[src/design/cpu_alu_flag_unit_defines.svh]
// Assertion macros shared by the ALU and flag unit.
// No dependencies; included by the files that check their own logic.
`ifndef CPU_ALU_FLAG_UNIT_DEFINES_SVH
`define CPU_ALU_FLAG_UNIT_DEFINES_SVH

// same-cycle implication, reset masks the check
`define CAF_ASSERT_NOW(label, clk, rst, ante, cons, msg) \
   label: assert property (@(posedge clk) disable iff (rst) (ante) |-> (cons)) \
      else $error(msg);

// next-cycle implication, reset masks the check
`define CAF_ASSERT_NEXT(label, clk, rst, ante, cons, msg) \
   label: assert property (@(posedge clk) disable iff (rst) (ante) |=> (cons)) \
      else $error(msg);

`endif

[src/design/caf_pkg.sv]
// Types, opcode codes and helper functions of the ALU and flag unit.
// No dependencies; used by the execute logic and the top level.
`timescale 1ns / 1ps

package caf_pkg;

   localparam int FLAG_Z = 3;
   localparam int FLAG_N = 2;
   localparam int FLAG_H = 1;
   localparam int FLAG_C = 0;

   localparam logic [7:0] MASK_GROUP   = 8'hC7;
   localparam logic [7:0] MASK_PAIR    = 8'hCF;
   localparam logic [7:0] CODE_ALU_IMM = 8'hC6;
   localparam logic [7:0] CODE_INC     = 8'h04;
   localparam logic [7:0] CODE_DEC     = 8'h05;
   localparam logic [7:0] CODE_ADD_HL  = 8'h09;
   localparam logic [7:0] OP_ADD_SP    = 8'hE8;
   localparam logic [7:0] OP_LD_HL_SP  = 8'hF8;
   localparam logic [7:0] OP_DAA       = 8'h27;
   localparam logic [7:0] OP_CPL       = 8'h2F;
   localparam logic [7:0] OP_SCF       = 8'h37;
   localparam logic [7:0] OP_CCF       = 8'h3F;
   localparam logic [7:0] OP_RLCA      = 8'h07;
   localparam logic [7:0] OP_RRCA      = 8'h0F;
   localparam logic [7:0] OP_RLA       = 8'h17;
   localparam logic [7:0] OP_RRA       = 8'h1F;

   localparam logic [1:0] PAGE_ALU_REG = 2'b10;
   localparam logic [1:0] PAGE_LOW     = 2'b00;

   localparam logic [7:0]  DAA_LIMIT  = 8'h99;
   localparam logic [7:0]  DAA_HI_ADJ = 8'h60;
   localparam logic [7:0]  DAA_LO_ADJ = 8'h06;
   localparam logic [3:0]  DIGIT_MAX  = 4'h9;

   typedef enum logic [2:0] {
      ALU_ADD, ALU_ADC, ALU_SUB, ALU_SBC, ALU_AND, ALU_XOR, ALU_OR, ALU_CP
   } alu_op_type;

   typedef enum logic [2:0] {
      SH_RLC, SH_RRC, SH_RL, SH_RR, SH_SLA, SH_SRA, SH_SWAP, SH_SRL
   } shift_op_type;

   typedef enum logic [1:0] {
      CB_SHIFT, CB_BIT, CB_RES, CB_SET
   } cb_mode_type;

   typedef struct packed {
      logic [7:0]  opcode;
      logic        prefixed;
      logic [7:0]  acc;
      logic [7:0]  operand;
      logic [15:0] wide_a;
      logic [15:0] wide_b;
      logic [3:0]  flags_in;
   } req_type;

   typedef struct packed {
      logic [7:0]  result;
      logic [15:0] wide_result;
      logic [3:0]  flags_out;
      logic        writes_result;
      logic        supported;
   } rsp_type;

   // returns {carry out, shifted byte}
   function automatic logic [8:0] shift8(shift_op_type sel, logic [7:0] v, logic cin);
      logic [8:0] res;
      case (sel)
         SH_RLC:  res = {v[7], v[6:0], v[7]};
         SH_RRC:  res = {v[0], v[0], v[7:1]};
         SH_RL:   res = {v[7], v[6:0], cin};
         SH_RR:   res = {v[0], cin, v[7:1]};
         SH_SLA:  res = {v[7], v[6:0], 1'b0};
         SH_SRA:  res = {v[0], v[7], v[7:1]};
         SH_SWAP: res = {1'b0, v[3:0], v[7:4]};
         SH_SRL:  res = {v[0], 1'b0, v[7:1]};
         default: res = {1'b0, v};
      endcase
      return res;
   endfunction

endpackage

[src/design/caf_if.sv]
// Request and response channels of the ALU and flag unit: valid, ready, payload.
// Depends on nothing but the widths of the package fields.
`timescale 1ns / 1ps

interface caf_req_if;
   logic        valid;
   logic        ready;
   logic [7:0]  opcode;
   logic        prefixed;
   logic [7:0]  acc;
   logic [7:0]  operand;
   logic [15:0] wide_a;
   logic [15:0] wide_b;
   logic [3:0]  flags_in;

   modport source (output valid, opcode, prefixed, acc, operand, wide_a, wide_b, flags_in,
                   input ready);
   modport sink (input valid, opcode, prefixed, acc, operand, wide_a, wide_b, flags_in,
                 output ready);
endinterface

interface caf_rsp_if;
   logic        valid;
   logic        ready;
   logic [7:0]  result;
   logic [15:0] wide_result;
   logic [3:0]  flags_out;
   logic        writes_result;
   logic        supported;

   modport source (output valid, result, wide_result, flags_out, writes_result, supported,
                   input ready);
   modport sink (input valid, result, wide_result, flags_out, writes_result, supported,
                 output ready);
endinterface

[src/design/caf_exec.sv]
// Opcode decode and datapath: one request beat in, one response beat out.
// Depends on caf_pkg.
`timescale 1ns / 1ps

module caf_exec (
   input  caf_pkg::req_type req,
   output caf_pkg::rsp_type rsp
);

   logic [7:0]  op;
   logic [7:0]  acc;
   logic [7:0]  opnd;
   logic        cin;
   logic        cuse;
   logic [8:0]  add9;
   logic [4:0]  addh5;
   logic [8:0]  sub9;
   logic [4:0]  subh5;
   logic [7:0]  and8;
   logic [7:0]  xor8;
   logic [7:0]  or8;
   logic [7:0]  inc8;
   logic [7:0]  dec8;
   logic [16:0] hl17;
   logic [12:0] hl13;
   logic [15:0] sp16;
   logic [8:0]  splo9;
   logic [4:0]  sph5;
   logic        daa_c;
   logic        daa_lo;
   logic [7:0]  daa_corr;
   logic [7:0]  daa_r;
   logic [8:0]  cb_sh9;
   logic [8:0]  a_sh9;
   logic [7:0]  bit_mask;
   logic        is_alu;
   logic        is_low;
   caf_pkg::alu_op_type alu_sel;

   assign op   = req.opcode;
   assign acc  = req.acc;
   assign opnd = req.operand;
   assign cin  = req.flags_in[caf_pkg::FLAG_C];
   assign cuse = cin & op[3] & ~op[5];

   assign add9  = {1'b0, acc} + {1'b0, opnd} + {8'd0, cuse};
   assign addh5 = {1'b0, acc[3:0]} + {1'b0, opnd[3:0]} + {4'd0, cuse};
   assign sub9  = {1'b0, acc} - {1'b0, opnd} - {8'd0, cuse};
   assign subh5 = {1'b0, acc[3:0]} - {1'b0, opnd[3:0]} - {4'd0, cuse};
   assign and8  = acc & opnd;
   assign xor8  = acc ^ opnd;
   assign or8   = acc | opnd;
   assign inc8  = opnd + 8'd1;
   assign dec8  = opnd - 8'd1;

   assign hl17  = {1'b0, req.wide_a} + {1'b0, req.wide_b};
   assign hl13  = {1'b0, req.wide_a[11:0]} + {1'b0, req.wide_b[11:0]};
   assign sp16  = req.wide_a + {{8{opnd[7]}}, opnd};
   assign splo9 = {1'b0, req.wide_a[7:0]} + {1'b0, opnd};
   assign sph5  = {1'b0, req.wide_a[3:0]} + {1'b0, opnd[3:0]};

   assign daa_c    = cin | (~req.flags_in[caf_pkg::FLAG_N] & (acc > caf_pkg::DAA_LIMIT));
   assign daa_lo   = req.flags_in[caf_pkg::FLAG_H]
                   | (~req.flags_in[caf_pkg::FLAG_N] & (acc[3:0] > caf_pkg::DIGIT_MAX));
   assign daa_corr = (daa_c ? caf_pkg::DAA_HI_ADJ : 8'h00)
                   | (daa_lo ? caf_pkg::DAA_LO_ADJ : 8'h00);
   assign daa_r    = req.flags_in[caf_pkg::FLAG_N] ? (acc - daa_corr) : (acc + daa_corr);

   assign cb_sh9   = caf_pkg::shift8(caf_pkg::shift_op_type'(op[5:3]), opnd, cin);
   assign a_sh9    = caf_pkg::shift8(caf_pkg::shift_op_type'(op[5:3]), acc, cin);
   assign bit_mask = 8'h01 << op[5:3];

   assign alu_sel = caf_pkg::alu_op_type'(op[5:3]);
   assign is_alu  = (op[7:6] == caf_pkg::PAGE_ALU_REG)
                  || ((op & caf_pkg::MASK_GROUP) == caf_pkg::CODE_ALU_IMM);
   assign is_low  = (op[7:6] == caf_pkg::PAGE_LOW);

   always_comb begin
      rsp.result        = acc;
      rsp.wide_result   = req.wide_a;
      rsp.flags_out     = req.flags_in;
      rsp.writes_result = 1'b0;
      rsp.supported     = 1'b1;
      if (req.prefixed) begin
         case (caf_pkg::cb_mode_type'(op[7:6]))
            caf_pkg::CB_SHIFT: begin
               rsp.result        = cb_sh9[7:0];
               rsp.flags_out     = {cb_sh9[7:0] == 8'd0, 1'b0, 1'b0, cb_sh9[8]};
               rsp.writes_result = 1'b1;
            end
            caf_pkg::CB_BIT: begin
               rsp.flags_out = {~|(opnd & bit_mask), 1'b0, 1'b1, cin};
            end
            caf_pkg::CB_RES: begin
               rsp.result        = opnd & ~bit_mask;
               rsp.writes_result = 1'b1;
            end
            caf_pkg::CB_SET: begin
               rsp.result        = opnd | bit_mask;
               rsp.writes_result = 1'b1;
            end
            default: begin
               rsp.supported = 1'b0;
            end
         endcase
      end else if (is_alu) begin
         rsp.writes_result = 1'b1;
         case (alu_sel)
            caf_pkg::ALU_ADD, caf_pkg::ALU_ADC: begin
               rsp.result    = add9[7:0];
               rsp.flags_out = {add9[7:0] == 8'd0, 1'b0, addh5[4], add9[8]};
            end
            caf_pkg::ALU_SUB, caf_pkg::ALU_SBC: begin
               rsp.result    = sub9[7:0];
               rsp.flags_out = {sub9[7:0] == 8'd0, 1'b1, subh5[4], sub9[8]};
            end
            caf_pkg::ALU_AND: begin
               rsp.result    = and8;
               rsp.flags_out = {and8 == 8'd0, 1'b0, 1'b1, 1'b0};
            end
            caf_pkg::ALU_XOR: begin
               rsp.result    = xor8;
               rsp.flags_out = {xor8 == 8'd0, 3'b000};
            end
            caf_pkg::ALU_OR: begin
               rsp.result    = or8;
               rsp.flags_out = {or8 == 8'd0, 3'b000};
            end
            caf_pkg::ALU_CP: begin
               rsp.flags_out     = {sub9[7:0] == 8'd0, 1'b1, subh5[4], sub9[8]};
               rsp.writes_result = 1'b0;
            end
            default: begin
               rsp.writes_result = 1'b0;
            end
         endcase
      end else if (is_low && ((op & caf_pkg::MASK_GROUP) == caf_pkg::CODE_INC)) begin
         rsp.result        = inc8;
         rsp.flags_out     = {inc8 == 8'd0, 1'b0, opnd[3:0] == 4'hF, cin};
         rsp.writes_result = 1'b1;
      end else if (is_low && ((op & caf_pkg::MASK_GROUP) == caf_pkg::CODE_DEC)) begin
         rsp.result        = dec8;
         rsp.flags_out     = {dec8 == 8'd0, 1'b1, opnd[3:0] == 4'h0, cin};
         rsp.writes_result = 1'b1;
      end else if ((op & caf_pkg::MASK_PAIR) == caf_pkg::CODE_ADD_HL) begin
         rsp.wide_result   = hl17[15:0];
         rsp.flags_out     = {req.flags_in[caf_pkg::FLAG_Z], 1'b0, hl13[12], hl17[16]};
         rsp.writes_result = 1'b1;
      end else if (op == caf_pkg::OP_ADD_SP || op == caf_pkg::OP_LD_HL_SP) begin
         rsp.wide_result   = sp16;
         rsp.flags_out     = {1'b0, 1'b0, sph5[4], splo9[8]};
         rsp.writes_result = 1'b1;
      end else if (op == caf_pkg::OP_DAA) begin
         rsp.result        = daa_r;
         rsp.flags_out     = {daa_r == 8'd0, req.flags_in[caf_pkg::FLAG_N], 1'b0, daa_c};
         rsp.writes_result = 1'b1;
      end else if (op == caf_pkg::OP_CPL) begin
         rsp.result        = ~acc;
         rsp.flags_out     = {req.flags_in[caf_pkg::FLAG_Z], 1'b1, 1'b1, cin};
         rsp.writes_result = 1'b1;
      end else if (op == caf_pkg::OP_SCF) begin
         rsp.flags_out = {req.flags_in[caf_pkg::FLAG_Z], 1'b0, 1'b0, 1'b1};
      end else if (op == caf_pkg::OP_CCF) begin
         rsp.flags_out = {req.flags_in[caf_pkg::FLAG_Z], 1'b0, 1'b0, ~cin};
      end else if (op == caf_pkg::OP_RLCA || op == caf_pkg::OP_RRCA
                   || op == caf_pkg::OP_RLA || op == caf_pkg::OP_RRA) begin
         rsp.result        = a_sh9[7:0];
         rsp.flags_out     = {3'b000, a_sh9[8]};
         rsp.writes_result = 1'b1;
      end else begin
         rsp.supported = 1'b0;
      end
   end

endmodule

[src/design/cpu_alu_flag_unit.sv]
// Top level of the ALU and flag unit: request register, execute logic, response register.
// Depends on caf_pkg, caf_if, caf_exec and cpu_alu_flag_unit_defines.svh.
`timescale 1ns / 1ps
`include "cpu_alu_flag_unit_defines.svh"

// Takes one opcode beat per cycle while req_if.ready is high, plain or CB page, and returns
// one response beat with the new byte, the 16-bit sum and the Z N H C flags. A beat enters
// the request register, passes the execute logic and lands in the response register, whose
// valid bit drives rsp_if.valid; one beat per cycle is sustained as long as rsp_if.ready
// stays high. A stall on the response side fills both registers before req_if.ready
// drops. No state beyond the two pipeline registers; reset only empties them.
module cpu_alu_flag_unit (
   input  logic       clock,
   input  logic       reset,
   caf_req_if.sink    req_if,
   caf_rsp_if.source  rsp_if
);

   logic             s1_valid_ff;
   logic             s1_valid_in;
   caf_pkg::req_type s1_req_ff;
   caf_pkg::req_type s1_req_in;
   logic             s2_valid_ff;
   logic             s2_valid_in;
   caf_pkg::rsp_type s2_rsp_ff;
   caf_pkg::rsp_type s2_rsp_in;
   caf_pkg::rsp_type exec_rsp;
   logic             s1_ready;
   logic             s2_ready;
   logic             req_beat;
   logic             rsp_unsup;

   assign s2_ready     = ~s2_valid_ff | rsp_if.ready;
   assign s1_ready     = ~s1_valid_ff | s2_ready;
   assign req_if.ready = s1_ready;
   assign req_beat     = req_if.valid & s1_ready;

   assign s1_req_in = '{opcode:   req_if.opcode,
                        prefixed: req_if.prefixed,
                        acc:      req_if.acc,
                        operand:  req_if.operand,
                        wide_a:   req_if.wide_a,
                        wide_b:   req_if.wide_b,
                        flags_in: req_if.flags_in};

   caf_exec u_exec (
      .req (s1_req_ff),
      .rsp (exec_rsp)
   );

   always_comb begin
      s1_valid_in = s1_ready ? req_if.valid : s1_valid_ff;
      s2_valid_in = s2_ready ? s1_valid_ff : s2_valid_ff;
      s2_rsp_in   = exec_rsp;
   end

   always_ff @(posedge clock) begin
      if (reset) begin
         s1_valid_ff <= 1'b0;
         s2_valid_ff <= 1'b0;
      end else begin
         s1_valid_ff <= s1_valid_in;
         s2_valid_ff <= s2_valid_in;
      end
   end

   always_ff @(posedge clock) begin
      if (req_beat) begin
         s1_req_ff <= s1_req_in;
      end
      if (s1_valid_ff && s2_ready) begin
         s2_rsp_ff <= s2_rsp_in;
      end
   end

   assign rsp_if.valid         = s2_valid_ff;
   assign rsp_if.result        = s2_rsp_ff.result;
   assign rsp_if.wide_result   = s2_rsp_ff.wide_result;
   assign rsp_if.flags_out     = s2_rsp_ff.flags_out;
   assign rsp_if.writes_result = s2_rsp_ff.writes_result;
   assign rsp_if.supported     = s2_rsp_ff.supported;

   assign rsp_unsup = s2_valid_ff & ~s2_rsp_ff.supported;

   `CAF_ASSERT_NEXT(a_req_lands, clock, reset, req_beat, s1_valid_ff, "beat lost on entry")
   `CAF_ASSERT_NEXT(a_s1_holds, clock, reset, s1_valid_ff && !s2_ready, s1_valid_ff, "stall lost")
   `CAF_ASSERT_NEXT(a_s2_fills, clock, reset, s1_valid_ff && s2_ready, s2_valid_ff, "beat lost")
   `CAF_ASSERT_NOW(a_unsup_wr, clock, reset, rsp_unsup, !rsp_if.writes_result, "bad write")

endmodule
[src/flat_wrapper.sv]
// flat-port wrapper written by rule: the top's interface ports become plain ports
module cpu_alu_flag_unit_flat 
  (clock, reset, req_if_valid, req_if_opcode, req_if_prefixed, req_if_acc, req_if_operand, req_if_wide_a, req_if_wide_b, req_if_flags_in, req_if_ready, rsp_if_valid, rsp_if_result, rsp_if_wide_result, rsp_if_flags_out, rsp_if_writes_result, rsp_if_supported, rsp_if_ready);
  caf_req_if req_if_i ();
  caf_rsp_if rsp_if_i ();
  input  logic clock;
  input  logic reset;
  input wire logic [$bits(req_if_i.valid)-1:0] req_if_valid;
  input wire logic [$bits(req_if_i.opcode)-1:0] req_if_opcode;
  input wire logic [$bits(req_if_i.prefixed)-1:0] req_if_prefixed;
  input wire logic [$bits(req_if_i.acc)-1:0] req_if_acc;
  input wire logic [$bits(req_if_i.operand)-1:0] req_if_operand;
  input wire logic [$bits(req_if_i.wide_a)-1:0] req_if_wide_a;
  input wire logic [$bits(req_if_i.wide_b)-1:0] req_if_wide_b;
  input wire logic [$bits(req_if_i.flags_in)-1:0] req_if_flags_in;
  output wire logic [$bits(req_if_i.ready)-1:0] req_if_ready;
  output wire logic [$bits(rsp_if_i.valid)-1:0] rsp_if_valid;
  output wire logic [$bits(rsp_if_i.result)-1:0] rsp_if_result;
  output wire logic [$bits(rsp_if_i.wide_result)-1:0] rsp_if_wide_result;
  output wire logic [$bits(rsp_if_i.flags_out)-1:0] rsp_if_flags_out;
  output wire logic [$bits(rsp_if_i.writes_result)-1:0] rsp_if_writes_result;
  output wire logic [$bits(rsp_if_i.supported)-1:0] rsp_if_supported;
  input wire logic [$bits(rsp_if_i.ready)-1:0] rsp_if_ready;
  assign req_if_i.valid = req_if_valid;
  assign req_if_i.opcode = req_if_opcode;
  assign req_if_i.prefixed = req_if_prefixed;
  assign req_if_i.acc = req_if_acc;
  assign req_if_i.operand = req_if_operand;
  assign req_if_i.wide_a = req_if_wide_a;
  assign req_if_i.wide_b = req_if_wide_b;
  assign req_if_i.flags_in = req_if_flags_in;
  assign req_if_ready = req_if_i.ready;
  assign rsp_if_valid = rsp_if_i.valid;
  assign rsp_if_result = rsp_if_i.result;
  assign rsp_if_wide_result = rsp_if_i.wide_result;
  assign rsp_if_flags_out = rsp_if_i.flags_out;
  assign rsp_if_writes_result = rsp_if_i.writes_result;
  assign rsp_if_supported = rsp_if_i.supported;
  assign rsp_if_i.ready = rsp_if_ready;
  cpu_alu_flag_unit u_core (.clock(clock), .reset(reset), .req_if(req_if_i), .rsp_if(rsp_if_i));
endmodule
[config.mk]
export PLATFORM = sky130hd
export DESIGN_NAME = cpu_alu_flag_unit_flat
export DESIGN_NICKNAME = d
export VERILOG_FILES = /design/src/design/caf_pkg.sv /design/src/design/caf_if.sv /design/src/design/caf_exec.sv /design/src/design/cpu_alu_flag_unit.sv /design/src/flat_wrapper.sv
export VERILOG_INCLUDE_DIRS = /design/src /design/src/design
export SDC_FILE = /design/constraint.sdc
export NUM_CORES = 1
export LEC_CHECK = 0
export ABC_AREA = 1
export BUFFER_PORTS_ARGS = -buffer_cell sky130_fd_sc_hd__buf_2
export CORE_MARGIN = 2
export CORE_UTILIZATION = 53
export CTS_CLUSTER_DIAMETER = 60
export DETAILED_ROUTE_END_ITERATION = 6
export PLACE_DENSITY = 0.74
export SLEW_MARGIN = 10
export SYNTH_ARGS = -nofsm -noshare
export SYNTH_HDL_FRONTEND = slang
export SYNTH_SLANG_ARGS = --single-unit
[constraint.sdc]
create_clock -name clock -period 6 [get_ports clock]
set_input_delay 0.3 -clock clock [delete_from_list [all_inputs] [get_ports clock]]
set_output_delay 0.3 -clock clock [all_outputs]
set_load 0.05 [all_outputs]
==> impl_results.md <==
- Outcome: finished clean
- CP peak stage delay: 0.67 ns
- Row cnt: 47
- Setup WS pre-CTS: 2.48 ns
- Prevailing post-synth register cell: edfxtp_1
- First-pass detailed-route iteration total: 5
- Total GRT Usage: 0.345
- Worst Path Buf+Inv: 1
- Setup Crit Path Kind: flip-flop to flip-flop
- Hold WC Path Type: primary input to flip-flop
- Largest net degree at the start of global routing: 62
- Commonest cells post-synth: nand2_1, inv_1, nor2_1
- R2r endpoint: u_core.rsp_if.flags_out[3]$_DFFE_PP_
- Global-route wire length before repair: 47500 um
- Pins Over Slew Limit: 0
- Skew final: 0.0172 ns
- Post-cts sizing count: 0
- Max Cap Viol: 0
- Fin area: 9960 um^2
- Rel. slew slack: 0.417
- CP max FO: 13
- R2R Setup Slk: 2.44 ns
- Final non-filler cell total: 1588
- Final-layout fill cell count: 1623
- Ports: 97
- CP most frequent cell: nand2_1
- Routed wire length per instance: 19.3 um
- Die Ht: 134 um
- Area leader, netlist: edfxtp_1
- Latest clock arrival within the worst-skew pair: 0.36 ns
- Setup TNS: 0 ns
- Final Setup Violations: 0
- Layout cells sized above 1: 0.119
- Fmax: 0.281 GHz
- Crit path launch type: flip-flop
- R2R cell count: 18
- Fin. Hold Viols: 0
- Total chip power: 2.06 mW
- Core area: 16600 um^2
- Fin crit period: 3.56 ns
- RSZ-0062 raised after global routing: false
- CTS tree: built
- Least-Margin Pin Slew: 0.872 ns
- Inserted Clock Buffers: 9
- Hold path start: reset
- H-tree Lvls: 3
- CP Cell Sequence: inv_1 -> nand2_1 -> nand2_1 -> o21ai_0 -> ha_1 -> nand2_1 -> nand2_1 -> ha_1 -> nand2_1 -> or2_2 -> nand4_1 -> nand2_1 -> nand3_1 -> nand2_1 -> nand2_1 -> nand2_1 -> nand3_1 -> nand2_1
- Cell family with most CP delay: simple AND/OR/NAND/NOR gates
- Placed Cells: 1571
- CTS Hold Buffers Added: 0
- Final setup margin: 2.44 ns
- Hold depth: 2
- Syn_nets: 1422
- Vias per cell: 5.94
- Clock Path Buffers: 2
- Routed vias: 9439
- WHS Endpoint: u_core.rsp_if.valid$_SDFFE_PP0P_
- CTS sink count: 93
- Die X-Extent: 134 um
- Fin crit share: 0.593
- Worst R2R Start: u_core.s1_req_ff[45]$_DFFE_PP_
- Clk slew on worst S/H paths: 0.07 ns
- Nets: 1507
- Via count of the first global-routing pass: 8672
- Leakage: 4.76 nW
- Final HPWL DP: 23600 um
- Yosys warns: 0
- DRC: 0
- DR iter-0 viols: 1267
- IO buf count: 96
- Root Driver: clkbuf_16
- Crit. End Element: flip-flop
- DP Area: 9660 um^2
- Yosys reg bits: 93
- Async set or reset register ratio after synthesis: 0
- Mapped Area: 9010 um^2
- Worst EP arrival: 3.67 ns
- P per Cell Area: 207 nW/um^2
- Gp weighted congestion: 1.03
- Post-CTS setup buffer count: 0
- Distinct cell type count after synthesis: 47
- Starting Density: 0.543
- Sequential area share after synthesis: 0.308
- Total die area: 18100 um^2
- Max VDD drop: 0.000196 V
- Top cell type's share of synthesized area: 0.303
- Initial antenna violation count: 1
- WL final: 30700 um
- Most common cell in the netlist: nand2_1
- Synth Instances: 1277
- Most area-consuming cells after synthesis: edfxtp_1, nand2_1, ha_1
- Area Growth Syn to Fin: 10.5%
- Critical Path RT: 6.11 ns
- Aggregate global routing overflow: 0
- Mean Syn Cell Area: 7.05 um^2
- ANT nets after route: 0
- Slowest cell on the critical path: edfxtp_1
- Post-synth EDFFs: 91
power breakdown:
| part | switching [mW] | internal, mW | total [mW] |
|---|---|---|---|
| registers | 0.0484 | 0.762 | 0.810 |
| clock network | 0.252 | 0.323 | 0.575 |
| logic | 0.460 | 0.215 | 0.675 |
| total | 0.761 | 1.30 | 2.06 |
worst max-delay path by stage:
stage | start | end | slack [ns] | depth (start not counted)
finish | u_core.s1_req_ff[45]$_DFFE_PP_ | u_core.rsp_if.flags_out[3]$_DFFE_PP_ | 2.44 | 18
detailed placement | u_core.s1_req_ff[45]$_DFFE_PP_ | u_core.rsp_if.flags_out[3]$_DFFE_PP_ | 2.48 | 18
global placement | u_core.s1_req_ff[45]$_DFFE_PP_ | u_core.rsp_if.flags_out[3]$_DFFE_PP_ | 2.57 | 18
global route | u_core.s1_req_ff[45]$_DFFE_PP_ | u_core.rsp_if.flags_out[3]$_DFFE_PP_ | 2.05 | 18
floorplan | u_core.s1_req_ff[45]$_DFFE_PP_ | u_core.rsp_if.result[6]$_DFFE_PP_ | 2.91 | 19
CTS | u_core.s1_req_ff[45]$_DFFE_PP_ | u_core.rsp_if.flags_out[3]$_DFFE_PP_ | 2.48 | 18
worst register-to-register path, cell delays in order, from the launching register on:
cell and delay, ns:
edfxtp_1 0.67, inv_1 0.29, nand2_1 0.15, nand2_1 0.05
o21ai_0 0.35, ha_1 0.31, nand2_1 0.06, nand2_1 0.05
ha_1 0.36, nand2_1 0.09, or2_2 0.31, nand4_1 0.10
nand2_1 0.06, nand3_1 0.09, nand2_1 0.07, nand2_1 0.13
nand2_1 0.06, nand3_1 0.06, nand2_1 0.06
area by class of cell:
cell class                 instances  area (um^2)  share of cell area
antenna                            1         2.50            0.000251
clock buffer                      10          229              0.0230
clock inverter                     6         61.3             0.00616
inverter                         159          597              0.0599
timing repair buffer             103          533              0.0535
sequential                        93         2770               0.278
multi-input combinational        996         5490               0.551
tap                              220          275              0.0276
layout by cell type (no fill, tap or decap), types with 3 or more instances in the layout:
cell type and instances:
o2111ai_1 7, o22ai_1 19, xor2_1 15, nand2_2 4
edfxtp_1 91, o21bai_1 5, ha_1 74, a211oi_1 4
nand3b_1 10, a21oi_1 107, clkinv_1 3, fa_1 6
nor2_4 5, or2_2 12, clkbuf_16 9, nor2_1 124
xnor2_1 3, nand2_4 3, inv_1 144, nand2_1 335
o21ai_0 64, a21o_1 4, nand3_1 114, o211ai_1 6
nand4_1 25, inv_2 13, nor3_1 15, buf_4 7
a31oi_1 5, nand3_4 3, o221ai_1 10, buf_2 96
logic make-up (layout without fill, tap and decap cells):
family	Yosys count	count (layout)	share of synthesized area
flops	93	93	0.308
other cells	0	1	0
compound gates	242	242	0.153
xor+xnor	18	18	0.0175
simple gates	656	656	0.321
buf+inv	188	278	0.0845
fa+ha+maj	80	80	0.116
flip-flops by register name, summed over array words and instances, names as in the netlist:
name,count
u_core.rsp_if.wide_result,16
u_core.rsp_if.supported,1
u_core.rsp_if.flags_out,4
u_core.rsp_if.writes_result,1
u_core.rsp_if.valid,1
u_core.rsp_if.result,8
u_core.s1_valid_ff,1
u_core.s1_req_ff,61
per-layer routing:
metal | vias to the layer above | wire [um] | track usage
li1 | 4514 | - | -
met1 | 4272 | 13500 | 0.506
met2 | 565 | 12300 | 0.476
met3 | 88 | 3810 | 0.0926
met4 | 0 | 1070 | 0.143
met5 | - | 0 | 0
stage by stage:
stage / util / hold WS [ns]
final: 0.600 / 0.110
after global routing: 0.600 / 0.107
after CTS: 0.600 / 0.100
after detailed placement: 0.583 / 0.474
after global placement: 0.583 / 0.474
after floorplan: - / 0.369
(Power assumes the default switching activity.)
